--- src/sv/tss_pkg.sv ---
// Shared types, codes and helpers for the traffic signal sequencer.
`timescale 1ns / 1ps
`default_nettype none
package tss_pkg;

  localparam int TIME_BITS      = 6;
  localparam int LEVEL_BITS     = 10;
  localparam int CFG_IDX_BITS   = 3;
  localparam int CFG_DATA_BITS  = 10;

  localparam logic [TIME_BITS-1:0] NIGHT_NS_GREEN = TIME_BITS'(8);

  // Configuration register indexes
  localparam logic [CFG_IDX_BITS-1:0] CFG_DAY_THRESHOLD  = 3'd0;
  localparam logic [CFG_IDX_BITS-1:0] CFG_YELLOW_TIME    = 3'd1;
  localparam logic [CFG_IDX_BITS-1:0] CFG_NS_GREEN_DAY   = 3'd2;
  localparam logic [CFG_IDX_BITS-1:0] CFG_EW_GREEN_DAY   = 3'd3;
  localparam logic [CFG_IDX_BITS-1:0] CFG_EW_GREEN_NIGHT = 3'd4;
  localparam logic [CFG_IDX_BITS-1:0] CFG_LEFT_GREEN     = 3'd5;
  localparam logic [CFG_IDX_BITS-1:0] CFG_PED_NS_TIME    = 3'd6;
  localparam logic [CFG_IDX_BITS-1:0] CFG_PED_EW_TIME    = 3'd7;

  // Lamp colours
  localparam logic [1:0] LAMP_OFF    = 2'd0;
  localparam logic [1:0] LAMP_RED    = 2'd1;
  localparam logic [1:0] LAMP_GREEN  = 2'd2;
  localparam logic [1:0] LAMP_YELLOW = 2'd3;

  // Timed approach codes
  localparam logic [1:0] APPR_NS      = 2'd0;
  localparam logic [1:0] APPR_NS_TURN = 2'd1;
  localparam logic [1:0] APPR_EW      = 2'd2;
  localparam logic [1:0] APPR_EW_TURN = 2'd3;

  typedef enum logic [10:0] {
    PH_START      = 11'b000_0000_0001,
    PH_NS_WALK    = 11'b000_0000_0010,
    PH_NS_GREEN   = 11'b000_0000_0100,
    PH_NS_YEL     = 11'b000_0000_1000,
    PH_EWLT_GREEN = 11'b000_0001_0000,
    PH_EWLT_YEL   = 11'b000_0010_0000,
    PH_EW_WALK    = 11'b000_0100_0000,
    PH_EW_GREEN   = 11'b000_1000_0000,
    PH_EW_YEL     = 11'b001_0000_0000,
    PH_NSLT_GREEN = 11'b010_0000_0000,
    PH_NSLT_YEL   = 11'b100_0000_0000
  } phase_t;

  typedef struct packed {
    logic [LEVEL_BITS-1:0] day_threshold;
    logic [TIME_BITS-1:0]  yellow_time;
    logic [TIME_BITS-1:0]  ns_green_day;
    logic [TIME_BITS-1:0]  ew_green_day;
    logic [TIME_BITS-1:0]  ew_green_night;
    logic [TIME_BITS-1:0]  left_green;
    logic [TIME_BITS-1:0]  ped_ns_time;
    logic [TIME_BITS-1:0]  ped_ew_time;
  } tss_cfg_t;

  // Phase controller view of the current tick
  typedef struct packed {
    phase_t               phase;
    logic [TIME_BITS-1:0] secs;
    logic                 day;
  } tss_tick_t;

  typedef struct packed {
    logic [1:0] ns_lamp;
    logic [1:0] ns_turn_lamp;
    logic [1:0] ew_lamp;
    logic [1:0] ew_turn_lamp;
    logic [1:0] timed_approach;
    logic [5:0] seconds_shown;
    logic       walk_side;
    logic [5:0] walk_count;
    logic       buzzer_on;
    logic       day_active;
  } tss_result_t;

  // A zero duration runs as one second
  function automatic logic [TIME_BITS-1:0] dur(input logic [TIME_BITS-1:0] t);
    dur = (t == '0) ? TIME_BITS'(1) : t;
  endfunction

endpackage
`default_nettype wire

--- src/sv/tss_phase_ctl.sv ---
// Phase sequencing and interval timing for the traffic signal sequencer.
`timescale 1ns / 1ps
`default_nettype none
module tss_phase_ctl
  import tss_pkg::*;
(
  input  wire logic                  clk,
  input  wire logic                  rst_n,
  input  wire logic                  tick,
  input  wire tss_cfg_t              cfg,
  input  wire logic [LEVEL_BITS-1:0] light_level,
  input  wire logic                  ns_walk_req,
  input  wire logic                  ns_turn_req,
  input  wire logic                  ew_walk_req,
  input  wire logic                  ew_turn_req,
  output tss_tick_t                  cur
);

  phase_t               phase_r, phase_nxt;
  logic [TIME_BITS-1:0] secs_r, secs_nxt;
  logic                 day_r, day_nxt;

  logic                 reload;
  logic                 day_new;
  phase_t               start_ph;
  phase_t               adv_ph;
  logic                 adv_start;
  logic [TIME_BITS-1:0] ph_time;
  logic [TIME_BITS-1:0] secs_cur;

  assign reload   = (secs_r == '0) || (phase_r == PH_START);
  assign day_new  = light_level < cfg.day_threshold;
  assign start_ph = (day_new && ns_walk_req) ? PH_NS_WALK : PH_NS_GREEN;

  always_comb begin
    adv_ph    = start_ph;
    adv_start = 1'b0;
    case (phase_r)
      PH_NS_WALK:    adv_ph = PH_NS_GREEN;
      PH_NS_GREEN:   adv_ph = PH_NS_YEL;
      PH_NS_YEL: begin
        if (ew_turn_req) adv_ph = PH_EWLT_GREEN;
        else if (day_r && ew_walk_req) adv_ph = PH_EW_WALK;
        else adv_ph = PH_EW_GREEN;
      end
      PH_EWLT_GREEN: adv_ph = PH_EWLT_YEL;
      PH_EWLT_YEL: begin
        if (day_r) begin
          adv_ph = ew_walk_req ? PH_EW_WALK : PH_EW_GREEN;
        end else if (ns_turn_req) begin
          adv_ph = PH_NSLT_GREEN;
        end else begin
          adv_start = 1'b1;
        end
      end
      PH_EW_WALK:    adv_ph = PH_EW_GREEN;
      PH_EW_GREEN:   adv_ph = PH_EW_YEL;
      PH_EW_YEL: begin
        if (ns_turn_req) adv_ph = PH_NSLT_GREEN;
        else adv_start = 1'b1;
      end
      PH_NSLT_GREEN: adv_ph = PH_NSLT_YEL;
      default:       adv_start = 1'b1;
    endcase
  end

  // Pick the phase for this tick and its mode
  always_comb begin
    phase_nxt = phase_r;
    day_nxt   = day_r;
    if (reload) begin
      phase_nxt = adv_ph;
      if (adv_start) day_nxt = day_new;
    end
  end

  always_comb begin
    case (phase_nxt)
      PH_NS_WALK:    ph_time = dur(cfg.ped_ns_time);
      PH_NS_GREEN:   ph_time = day_nxt ? dur(cfg.ns_green_day) : dur(NIGHT_NS_GREEN);
      PH_EWLT_GREEN: ph_time = day_nxt ? dur(cfg.left_green) : dur(cfg.ew_green_night);
      PH_EW_WALK:    ph_time = dur(cfg.ped_ew_time);
      PH_EW_GREEN:   ph_time = day_nxt ? dur(cfg.ew_green_day) : dur(cfg.ew_green_night);
      PH_NSLT_GREEN: ph_time = dur(cfg.left_green);
      default:       ph_time = dur(cfg.yellow_time);
    endcase
  end

  assign secs_cur = reload ? ph_time : secs_r;
  assign secs_nxt = secs_cur - TIME_BITS'(1);

  assign cur.phase = phase_nxt;
  assign cur.secs  = secs_cur;
  assign cur.day   = day_nxt;

  always_ff @(posedge clk) begin
    if (!rst_n) begin
      phase_r <= PH_START;
      secs_r  <= '0;
      day_r   <= 1'b0;
    end else if (tick) begin
      phase_r <= phase_nxt;
      secs_r  <= secs_nxt;
      day_r   <= day_nxt;
    end
  end

endmodule
`default_nettype wire

--- src/sv/tss_result_enc.sv ---
// Lamp, countdown and buzzer encoding for one tick of the sequencer.
`timescale 1ns / 1ps
`default_nettype none
module tss_result_enc
  import tss_pkg::*;
(
  input  wire tss_tick_t cur,
  output tss_result_t    res
);

  logic [1:0] appr;
  logic [1:0] colour;
  logic       walk;
  logic [5:0] secs6;

  assign secs6 = 6'(cur.secs);

  always_comb begin
    appr   = APPR_EW_TURN;
    colour = LAMP_GREEN;
    walk   = 1'b0;
    case (cur.phase)
      PH_NS_WALK:    begin appr = APPR_NS;      walk = 1'b1;          end
      PH_NS_GREEN:   begin appr = APPR_NS;                            end
      PH_NS_YEL:     begin appr = APPR_NS;      colour = LAMP_YELLOW; end
      PH_EWLT_GREEN: begin appr = APPR_EW_TURN;                       end
      PH_EWLT_YEL:   begin appr = APPR_EW_TURN; colour = LAMP_YELLOW; end
      PH_EW_WALK:    begin appr = APPR_EW;      walk = 1'b1;          end
      PH_EW_GREEN:   begin appr = APPR_EW;                            end
      PH_EW_YEL:     begin appr = APPR_EW;      colour = LAMP_YELLOW; end
      PH_NSLT_GREEN: begin appr = APPR_NS_TURN;                       end
      PH_NSLT_YEL:   begin appr = APPR_NS_TURN; colour = LAMP_YELLOW; end
      default:       begin appr = APPR_EW_TURN;                       end
    endcase
  end

  always_comb begin
    res.ns_lamp        = (appr == APPR_NS)      ? colour : LAMP_RED;
    res.ns_turn_lamp   = (appr == APPR_NS_TURN) ? colour : LAMP_RED;
    res.ew_lamp        = (appr == APPR_EW)      ? colour : LAMP_RED;
    res.ew_turn_lamp   = (appr == APPR_EW_TURN) ? colour : LAMP_RED;
    res.timed_approach = appr;
    res.seconds_shown  = walk ? 6'd0 : secs6;
    res.walk_side      = walk && (cur.phase == PH_EW_WALK);
    res.walk_count     = walk ? (secs6 - 6'd1) : 6'd0;
    res.buzzer_on      = walk;
    res.day_active     = cur.day;
  end

endmodule
`default_nettype wire

--- src/sv/traffic_signal_sequencer_unit.sv ---
// Top level of the four-approach traffic signal sequencer.
//
// Usage: present one transaction on the input channel per one-second tick,
// carrying the light sensor sample and the four request switches. Each
// accepted transaction produces exactly one result transaction: four lamp
// colours, the timed approach, the green/yellow countdown, the walk side and
// countdown, the buzzer and the day/night mode of the running cycle.
// Latency: the result is valid on the cycle after the input is accepted.
// Throughput: one transaction per clock unless stalled; the phase update and
// result encoding are a single combinational pass into the result register.
// Stall: out_stall holds the result register; in_stall rises only while a
// held result is still waiting, so a new transaction is taken in the same
// cycle that the waiting result leaves.
// Reset (rst_n low, synchronous): drop any pending result, return the
// sequencer to cycle start and load the default timing registers.
// Configuration: write registers through cfg_we/cfg_index/cfg_wdata only
// while no result is outstanding.
`timescale 1ns / 1ps
`default_nettype none
module traffic_signal_sequencer_unit
  import tss_pkg::*;
(
  input  wire logic                     clk,
  input  wire logic                     rst_n,
  // Configuration write port
  input  wire logic                     cfg_we,
  input  wire logic [CFG_IDX_BITS-1:0]  cfg_index,
  input  wire logic [CFG_DATA_BITS-1:0] cfg_wdata,
  // Input channel
  input  wire logic                     in_valid,
  output      logic                     in_stall,
  input  wire logic [LEVEL_BITS-1:0]    in_light_level,
  input  wire logic                     in_ns_walk_req,
  input  wire logic                     in_ns_turn_req,
  input  wire logic                     in_ew_walk_req,
  input  wire logic                     in_ew_turn_req,
  // Result channel
  output      logic                     out_valid,
  input  wire logic                     out_stall,
  output      logic [1:0]               out_ns_lamp,
  output      logic [1:0]               out_ns_turn_lamp,
  output      logic [1:0]               out_ew_lamp,
  output      logic [1:0]               out_ew_turn_lamp,
  output      logic [1:0]               out_timed_approach,
  output      logic [5:0]               out_seconds_shown,
  output      logic                     out_walk_side,
  output      logic [5:0]               out_walk_count,
  output      logic                     out_buzzer_on,
  output      logic                     out_day_active
);

  tss_cfg_t    cfg_r;
  tss_tick_t   cur;
  tss_result_t res;
  tss_result_t res_r;
  logic        out_valid_r;
  logic        in_take;

  // Accept whenever the result register is empty or being emptied this cycle
  assign in_stall = out_valid_r && out_stall;
  assign in_take  = in_valid && !in_stall;

  // Timing registers; reset loads the default plan
  always_ff @(posedge clk) begin
    if (!rst_n) begin
      cfg_r.day_threshold  <= LEVEL_BITS'(563);
      cfg_r.yellow_time    <= TIME_BITS'(3);
      cfg_r.ns_green_day   <= TIME_BITS'(7);
      cfg_r.ew_green_day   <= TIME_BITS'(9);
      cfg_r.ew_green_night <= TIME_BITS'(6);
      cfg_r.left_green     <= TIME_BITS'(8);
      cfg_r.ped_ns_time    <= TIME_BITS'(8);
      cfg_r.ped_ew_time    <= TIME_BITS'(9);
    end else if (cfg_we) begin
      case (cfg_index)
        CFG_DAY_THRESHOLD:  cfg_r.day_threshold  <= cfg_wdata[LEVEL_BITS-1:0];
        CFG_YELLOW_TIME:    cfg_r.yellow_time    <= cfg_wdata[TIME_BITS-1:0];
        CFG_NS_GREEN_DAY:   cfg_r.ns_green_day   <= cfg_wdata[TIME_BITS-1:0];
        CFG_EW_GREEN_DAY:   cfg_r.ew_green_day   <= cfg_wdata[TIME_BITS-1:0];
        CFG_EW_GREEN_NIGHT: cfg_r.ew_green_night <= cfg_wdata[TIME_BITS-1:0];
        CFG_LEFT_GREEN:     cfg_r.left_green     <= cfg_wdata[TIME_BITS-1:0];
        CFG_PED_NS_TIME:    cfg_r.ped_ns_time    <= cfg_wdata[TIME_BITS-1:0];
        CFG_PED_EW_TIME:    cfg_r.ped_ew_time    <= cfg_wdata[TIME_BITS-1:0];
        default: ;
      endcase
    end
  end

  // Advance the phase state once per accepted tick
  tss_phase_ctl u_phase (
    .clk         (clk),
    .rst_n       (rst_n),
    .tick        (in_take),
    .cfg         (cfg_r),
    .light_level (in_light_level),
    .ns_walk_req (in_ns_walk_req),
    .ns_turn_req (in_ns_turn_req),
    .ew_walk_req (in_ew_walk_req),
    .ew_turn_req (in_ew_turn_req),
    .cur         (cur)
  );

  tss_result_enc u_enc (
    .cur (cur),
    .res (res)
  );

  // Result register: load on accept, hold while stalled
  always_ff @(posedge clk) begin
    if (!rst_n) begin
      out_valid_r <= 1'b0;
    end else if (in_take) begin
      out_valid_r <= 1'b1;
    end else if (!out_stall) begin
      out_valid_r <= 1'b0;
    end
  end

  always_ff @(posedge clk) begin
    if (in_take) begin
      res_r <= res;
    end
  end

  assign out_valid          = out_valid_r;
  assign out_ns_lamp        = res_r.ns_lamp;
  assign out_ns_turn_lamp   = res_r.ns_turn_lamp;
  assign out_ew_lamp        = res_r.ew_lamp;
  assign out_ew_turn_lamp   = res_r.ew_turn_lamp;
  assign out_timed_approach = res_r.timed_approach;
  assign out_seconds_shown  = res_r.seconds_shown;
  assign out_walk_side      = res_r.walk_side;
  assign out_walk_count     = res_r.walk_count;
  assign out_buzzer_on      = res_r.buzzer_on;
  assign out_day_active     = res_r.day_active;

endmodule
`default_nettype wire

--- config.mk ---
export PLATFORM = sky130hd
export DESIGN_NAME = traffic_signal_sequencer_unit
export DESIGN_NICKNAME = d
export VERILOG_FILES = /design/src/sv/tss_pkg.sv /design/src/sv/tss_phase_ctl.sv /design/src/sv/tss_result_enc.sv /design/src/sv/traffic_signal_sequencer_unit.sv
export SDC_FILE = /design/constraint.sdc
export NUM_CORES = 1
export LEC_CHECK = 0
export BUFFER_PORTS_ARGS = -buffer_cell sky130_fd_sc_hd__buf_2
export CORE_MARGIN = 2
export CORE_UTILIZATION = 35
export DETAILED_ROUTE_END_ITERATION = 12
export SYNTH_ARGS = -nofsm -noshare
export SYNTH_HDL_FRONTEND = slang
export SYNTH_HIERARCHICAL = 1
export SYNTH_SLANG_ARGS = --single-unit
export TNS_END_PERCENT = 1
--- constraint.sdc ---
create_clock -name clk -period 4.4 [get_ports clk]
set_input_delay 0.22 -clock clk [delete_from_list [all_inputs] [get_ports clk]]
set_output_delay 0.22 -clock clk [all_outputs]
set_load 0.02 [all_outputs]
---- Word-level counts from Yosys, hierarchy flattened ----
Index checks and enable logic that the tools add are counted.
storage, ports and cells
  flip-flop bits (word level) ............. 96
  bits of input ports ..................... 32
  output and inout port bits .............. 27
operators by class
  add/subtract/negate cells ............... 1
  magnitude comparators ................... 1
  eq/ne operators ......................... 31
  muxes and demuxes ....................... 30
  reduce and logical (&&, ||, !) cells .... 31
operators by type and width
  cell                  count
  $pmux 11 s9           1
  $mux 6                11
  $logic_not 6->1       8
  $mux 11               4
  $pmux 6 s6            1
  $eq 11x10->1 const B  2
  $eq 11x2->1 const B   2
  $eq 11x3->1 const B   2
  $eq 11x4->1 const B   2
  $eq 11x5->1 const B   2
  $eq 11x6->1 const B   2
  $eq 11x7->1 const B   2
  $eq 11x8->1 const B   2
  $eq 11x9->1 const B   2
  $mux 8                2
  $reduce_and 2->1      8
  $eq 3x3->1 const B    4
  $eq 11x1->1 const B   1
  $eq 11x11->1 const B  1
  $lt 10x10->1          1
  $mux 1                8
  $reduce_or 7->1       1
  $eq 3x2->1 const B    2
  $pmux 2 s3            1
  15 further kinds      22

---- Depth between registers and ports, before layout ----
  word-level depth ........................ 11
  depth in mapped cells ................... 18

---- By module ----
Netlist, hierarchy kept.
by module, submodules not included
  module                         times used  cells an instance  area an instance (um2)  sequential area each (um2)
  traffic_signal_sequencer_unit  1           227                2869.0                  1811.7
  tss_phase_ctl                  1           357                2565.0                  360.3
  tss_result_enc                 1           77                 490.5                   0.0

---- Worst setup path after synthesis ----
OpenSTA, ideal clock, no wires.
  path kind ............................... register to register
  start point ............................. register cfg_r[47] (netlist bit)
  end point ............................... register res_r, in the netlist out_walk_count[4], data pin
  arrival time ............................ 3.859 ns
  setup slack ............................. 0.285 ns
  stages on the path, launching flop included .. 18
  clock period less this slack ............ 4.115 ns
  cell sequence ........................... dfxtp_1 > inv_1 > ha_1 > and3_1 > a221o_1 > a221oi_4 > nand2_1 > o31a_2 > clkinv_4 > nor2_1 > a2111o_4 > o221a_2 > a31oi_1 > inv_1 > ha_1 > nand2_1 > xor2_1 > nor2_1
RTL lines
  element               line                                  text
  start, declared       traffic_signal_sequencer_unit.sv:52   tss_cfg_t cfg_r;
  end signal, assigned  traffic_signal_sequencer_unit.sv:121  res_r <= res;
  end, declared         traffic_signal_sequencer_unit.sv:55   tss_result_t res_r;

==> summary.md <==
| Metric | Value |
|---|---|
| Chip Width | `134.1 um` |
| Top flip-flop cell by instance count after synthesis | `dfxtp_1` |
| Routed WL per cell | `16.68 um` |
| CP arrival | `4.50 ns` |
| Hold_sp | `in_valid` |
| R2R depth | `18` |
| Pin count of the biggest net entering global routing | `51` |
| Simple-gate share of the synthesized area | `0.2710` |
| Final WS setup | `0.1852 ns` |
| Worst-path clk slew | `0.07 ns` |
| Worst R2R Setup Slack | `roughly 0.19 ns` |
| Multiplexer area fraction after synthesis | `0.09673` |
| VDD IR max | `0.3100 mV` |
| Cell Rows | `47` |
| CP max stage cell | `or4_1` |
| Power density cells | `~760 nW/um^2` |
| FF-to-FF Start | `cfg_r[51]` |
| Status | `completed` |
| Post-placement cell count | `roughly 920` |
| Synthesized area | `5924 um^2` |
| Max clock buf depth | `2` |
| Gate Count Post-Synth | `661` |
| Gpl congestion | `0.9773` |
| Core Util, Final | `0.4076` |
| Vias | `5,034` |
| Minimum clock period | `around 4.2 ns` |
| Cell variety after synth | `83` |
| Family with the most delay on the worst path | `simple AND/OR/NAND/NOR gates` |
| HPWL Detailed | `11,850 um` |
| Fin area | `6759 um^2` |
| Seq/Total Area, Yosys | `0.3666` |
| Fmax achieved | `0.2373 GHz` |
| Min-delay worst type | `primary input to register` |
| Slew headroom | `0.3826` |
| Post-route DRC | `0` |
| Initial DRC count | `between 300 and 400` |
| Critical path endpoint category | `register` |
| Die Y | `134.1 um` |
| GR Util All Layers | `0.1812` |
| Gr ovfl total | `0` |
| Adder-cell share of the synthesized area | `0.02323` |
| Capturing point of the worst reg2reg path | `u_phase/secs_r[4]` |
| Most frequent cells in the layout | `nand2_1 (76), dfxtp_1 (71), buf_2 (58), mux2i_1 (54), nor2_1 (44)` |
| CP Launch Type | `register` |
| Share of layout cells above drive strength 1 | `0.1823` |
| Worst Hold Path Cells | `2` |
| Synth Net Count | `around 700` |
| I/O pins | `59` |
| Hold Path End | `out_valid` |
| Async set-reset flop share out of synthesis | `0` |
| Core area | `about 17,000 um^2` |
| Commonest non-fill, non-tap cell in the layout | `nand2_1` |
| Post-DRT Antenna Nets | `0` |
| Area Growth Syn to Fin | `14.09%` |
| Drt pass-1 iters | `4` |
| CTS Sinks | `96` |
| WL final | `15,570 um` |
| Filler cells | `1,692` |
| CP cell instances | `inv_1 > ha_1 > and4_1 > and3_1 > a221oi_4 > buf_4 > a41oi_1 > o31a_2 > clkinv_4 > nor3_2 > a2111o_4 > a21oi_1 > o32a_1 > inv_1 > ha_1 > inv_1 > or4_1 > a31oi_1` |
| Root Driver | `clkbuf_16` |
| Initial antenna violation count | `0` |
| Average size of a mapped cell | `8.963 um^2` |
| Fin. Hold Viols | `0` |
| Antenna Diode Count | `0` |
| Worst path bufs/invs | `5` |
| Crit Path Class | `register to register` |
| Ys Warns | `6` |
| Port Buffers | `58` |
| Post-synth EDFFs | `25` |
| Via count of the first global-routing pass | `4,951` |
| Register bit count reported by yosys | `96` |
| # setup viols final | `0` |
| Tightest Pin Transition | `between 0.9 and 1 ns` |
| CP max FO | `12` |
| Required @ worst endpoint | `4.68 ns` |
| Placed inst area | `6424 um^2` |
| Vias/cell | `about 5.4` |
| Main combinational cell family by area after synthesis | `simple AND/OR/NAND/NOR gates` |
| Crit share post-route | `0.9579` |
| Pre-CTS setup slack | `0.1492 ns` |
| Skew final | `0.01193 ns` |
| Fin nets | `751` |
| Unrepaired setup endpoints after global routing | `yes` |
| Largest stage delay, worst path | `roughly 0.53 ns` |
| Post-CTS Setup Repair Bufs | `0` |
| Total of max-cap violations | `0` |
| CTS tree | `done` |
| Starting Density | `0.3573` |
| First-pass GRT wire length | `26,120 um` |
| Crit-path most repeated cell | `inv_1` |
| Clk_lat worst skew | `0.36 ns` |
| Die area | `17,980 um^2` |
| H-tree depth | `3` |
| Synth Area in Compound Gates | `0.1649` |
| XOR/XNOR Fraction of Synth Area | `0.01922` |
| Slew Limit Fails | `0` |
| Final std cells w/o fill | `933` |
| P_leak | `0.002842 uW` |
| CTS buffer count | `9` |
registers in the layout (all words and copies together) (netlist names), 2 cells and up:
register and flops:
out_walk_count 6, cfg_r 52, out_timed_approach 2, u_phase/secs_r 6, u_phase/phase_r 11, out_ew_turn_lamp 2
out_ew_lamp 2, out_ns_turn_lamp 2, out_ns_lamp 2, out_seconds_shown 6
final cells by class:
cell class / instances / area (um^2) / area share
Clock buffer: 10 / 229.0 / 0.03388
Multi-Input combinational cell: 494 / 3445 / 0.5096
Tap cell: 220 / 275.3 / 0.04073
Timing Repair Buffer: 80 / 455.4 / 0.06738
Clock inverter: 6 / 76.32 / 0.01129
Sequential cell: 96 / 2172 / 0.3214
Inverter: 27 / 106.4 / 0.01573
per-stage QoR:
stage	power, uW	TNS, ns	hold slack (ns)
3_5_place_dp	4308	0	0.4491
3_3_place_gp	4249	0	0.4477
6_report	5170	0	0.09683
4_1_cts	5131	0	0.08840
5_1_grt	5578	-0.1158	0.1035
2_1_floorplan	3505	0	0.3441
power by group:
part           internal (uW)  switching, uW
sequential              1150            109
combinational           1240           1850
clock                    450            367
total                   2840           2330
what timing repair did:
action	in CTS	in global routing
hold buffers	0	0
endpoints found under the setup margin	0	7
resized for setup	0	7
endpoints found under the hold margin	0	0
cell usage after synthesis (7+ instances only):
library cell | count | share of area
ha_1 | 11 | 0.023
and2_1 | 14 | 0.015
and3_1 | 10 | 0.011
nand3_1 | 10 | 0.0084
nor3_1 | 14 | 0.012
nor2b_1 | 30 | 0.032
xnor2_1 | 7 | 0.010
a21oi_1 | 24 | 0.020
or3_1 | 11 | 0.012
inv_1 | 26 | 0.016
nand2b_1 | 9 | 0.0095
edfxtp_1 | 25 | 0.13
mux2i_1 | 55 | 0.093
buf_2 | 11 | 0.0093
o21ai_0 | 28 | 0.024
nor4_1 | 11 | 0.012
nand2_1 | 77 | 0.049
dfxtp_1 | 71 | 0.24
clkbuf_1 | 22 | 0.014
nor2_1 | 44 | 0.028
cells by family after synthesis:
logic type / after synthesis
flip-flops: 96
XOR/XNOR: 13
buffers and inverters: 71
adder cells (fa/ha/maj): 11
AND/OR/NAND/NOR: 282
multiplexers: 57
AO/OA/AOI/OAI: 131
worst max path at each step:
| stage | startpoint | endpoint | slack, ns | cells after the start |
|---|---|---|---|---|
| global route | u_phase/phase_r[3] | out_walk_count[4] | -0.06 | 15 |
| detailed placement | u_phase/phase_r[3] | out_walk_count[4] | 0.15 | 15 |
| finish | cfg_r[51] | u_phase/secs_r[4] | 0.19 | 18 |
| global placement | u_phase/phase_r[3] | out_walk_count[4] | 0.12 | 15 |
| floorplan | cfg_r[47] | out_walk_count[4] | 0.29 | 17 |
| CTS | u_phase/phase_r[3] | out_walk_count[4] | 0.13 | 15 |
layer usage:
metal,wire length [um],vias to the layer above,GRT usage
li1,-,2495,-
met4,200,0,0.05088
met1,7296,2427,0.2370
met2,7480,98,0.3046
met3,588,14,0.03666
met5,0,-,0
Power figures use the tool's default switching activity.
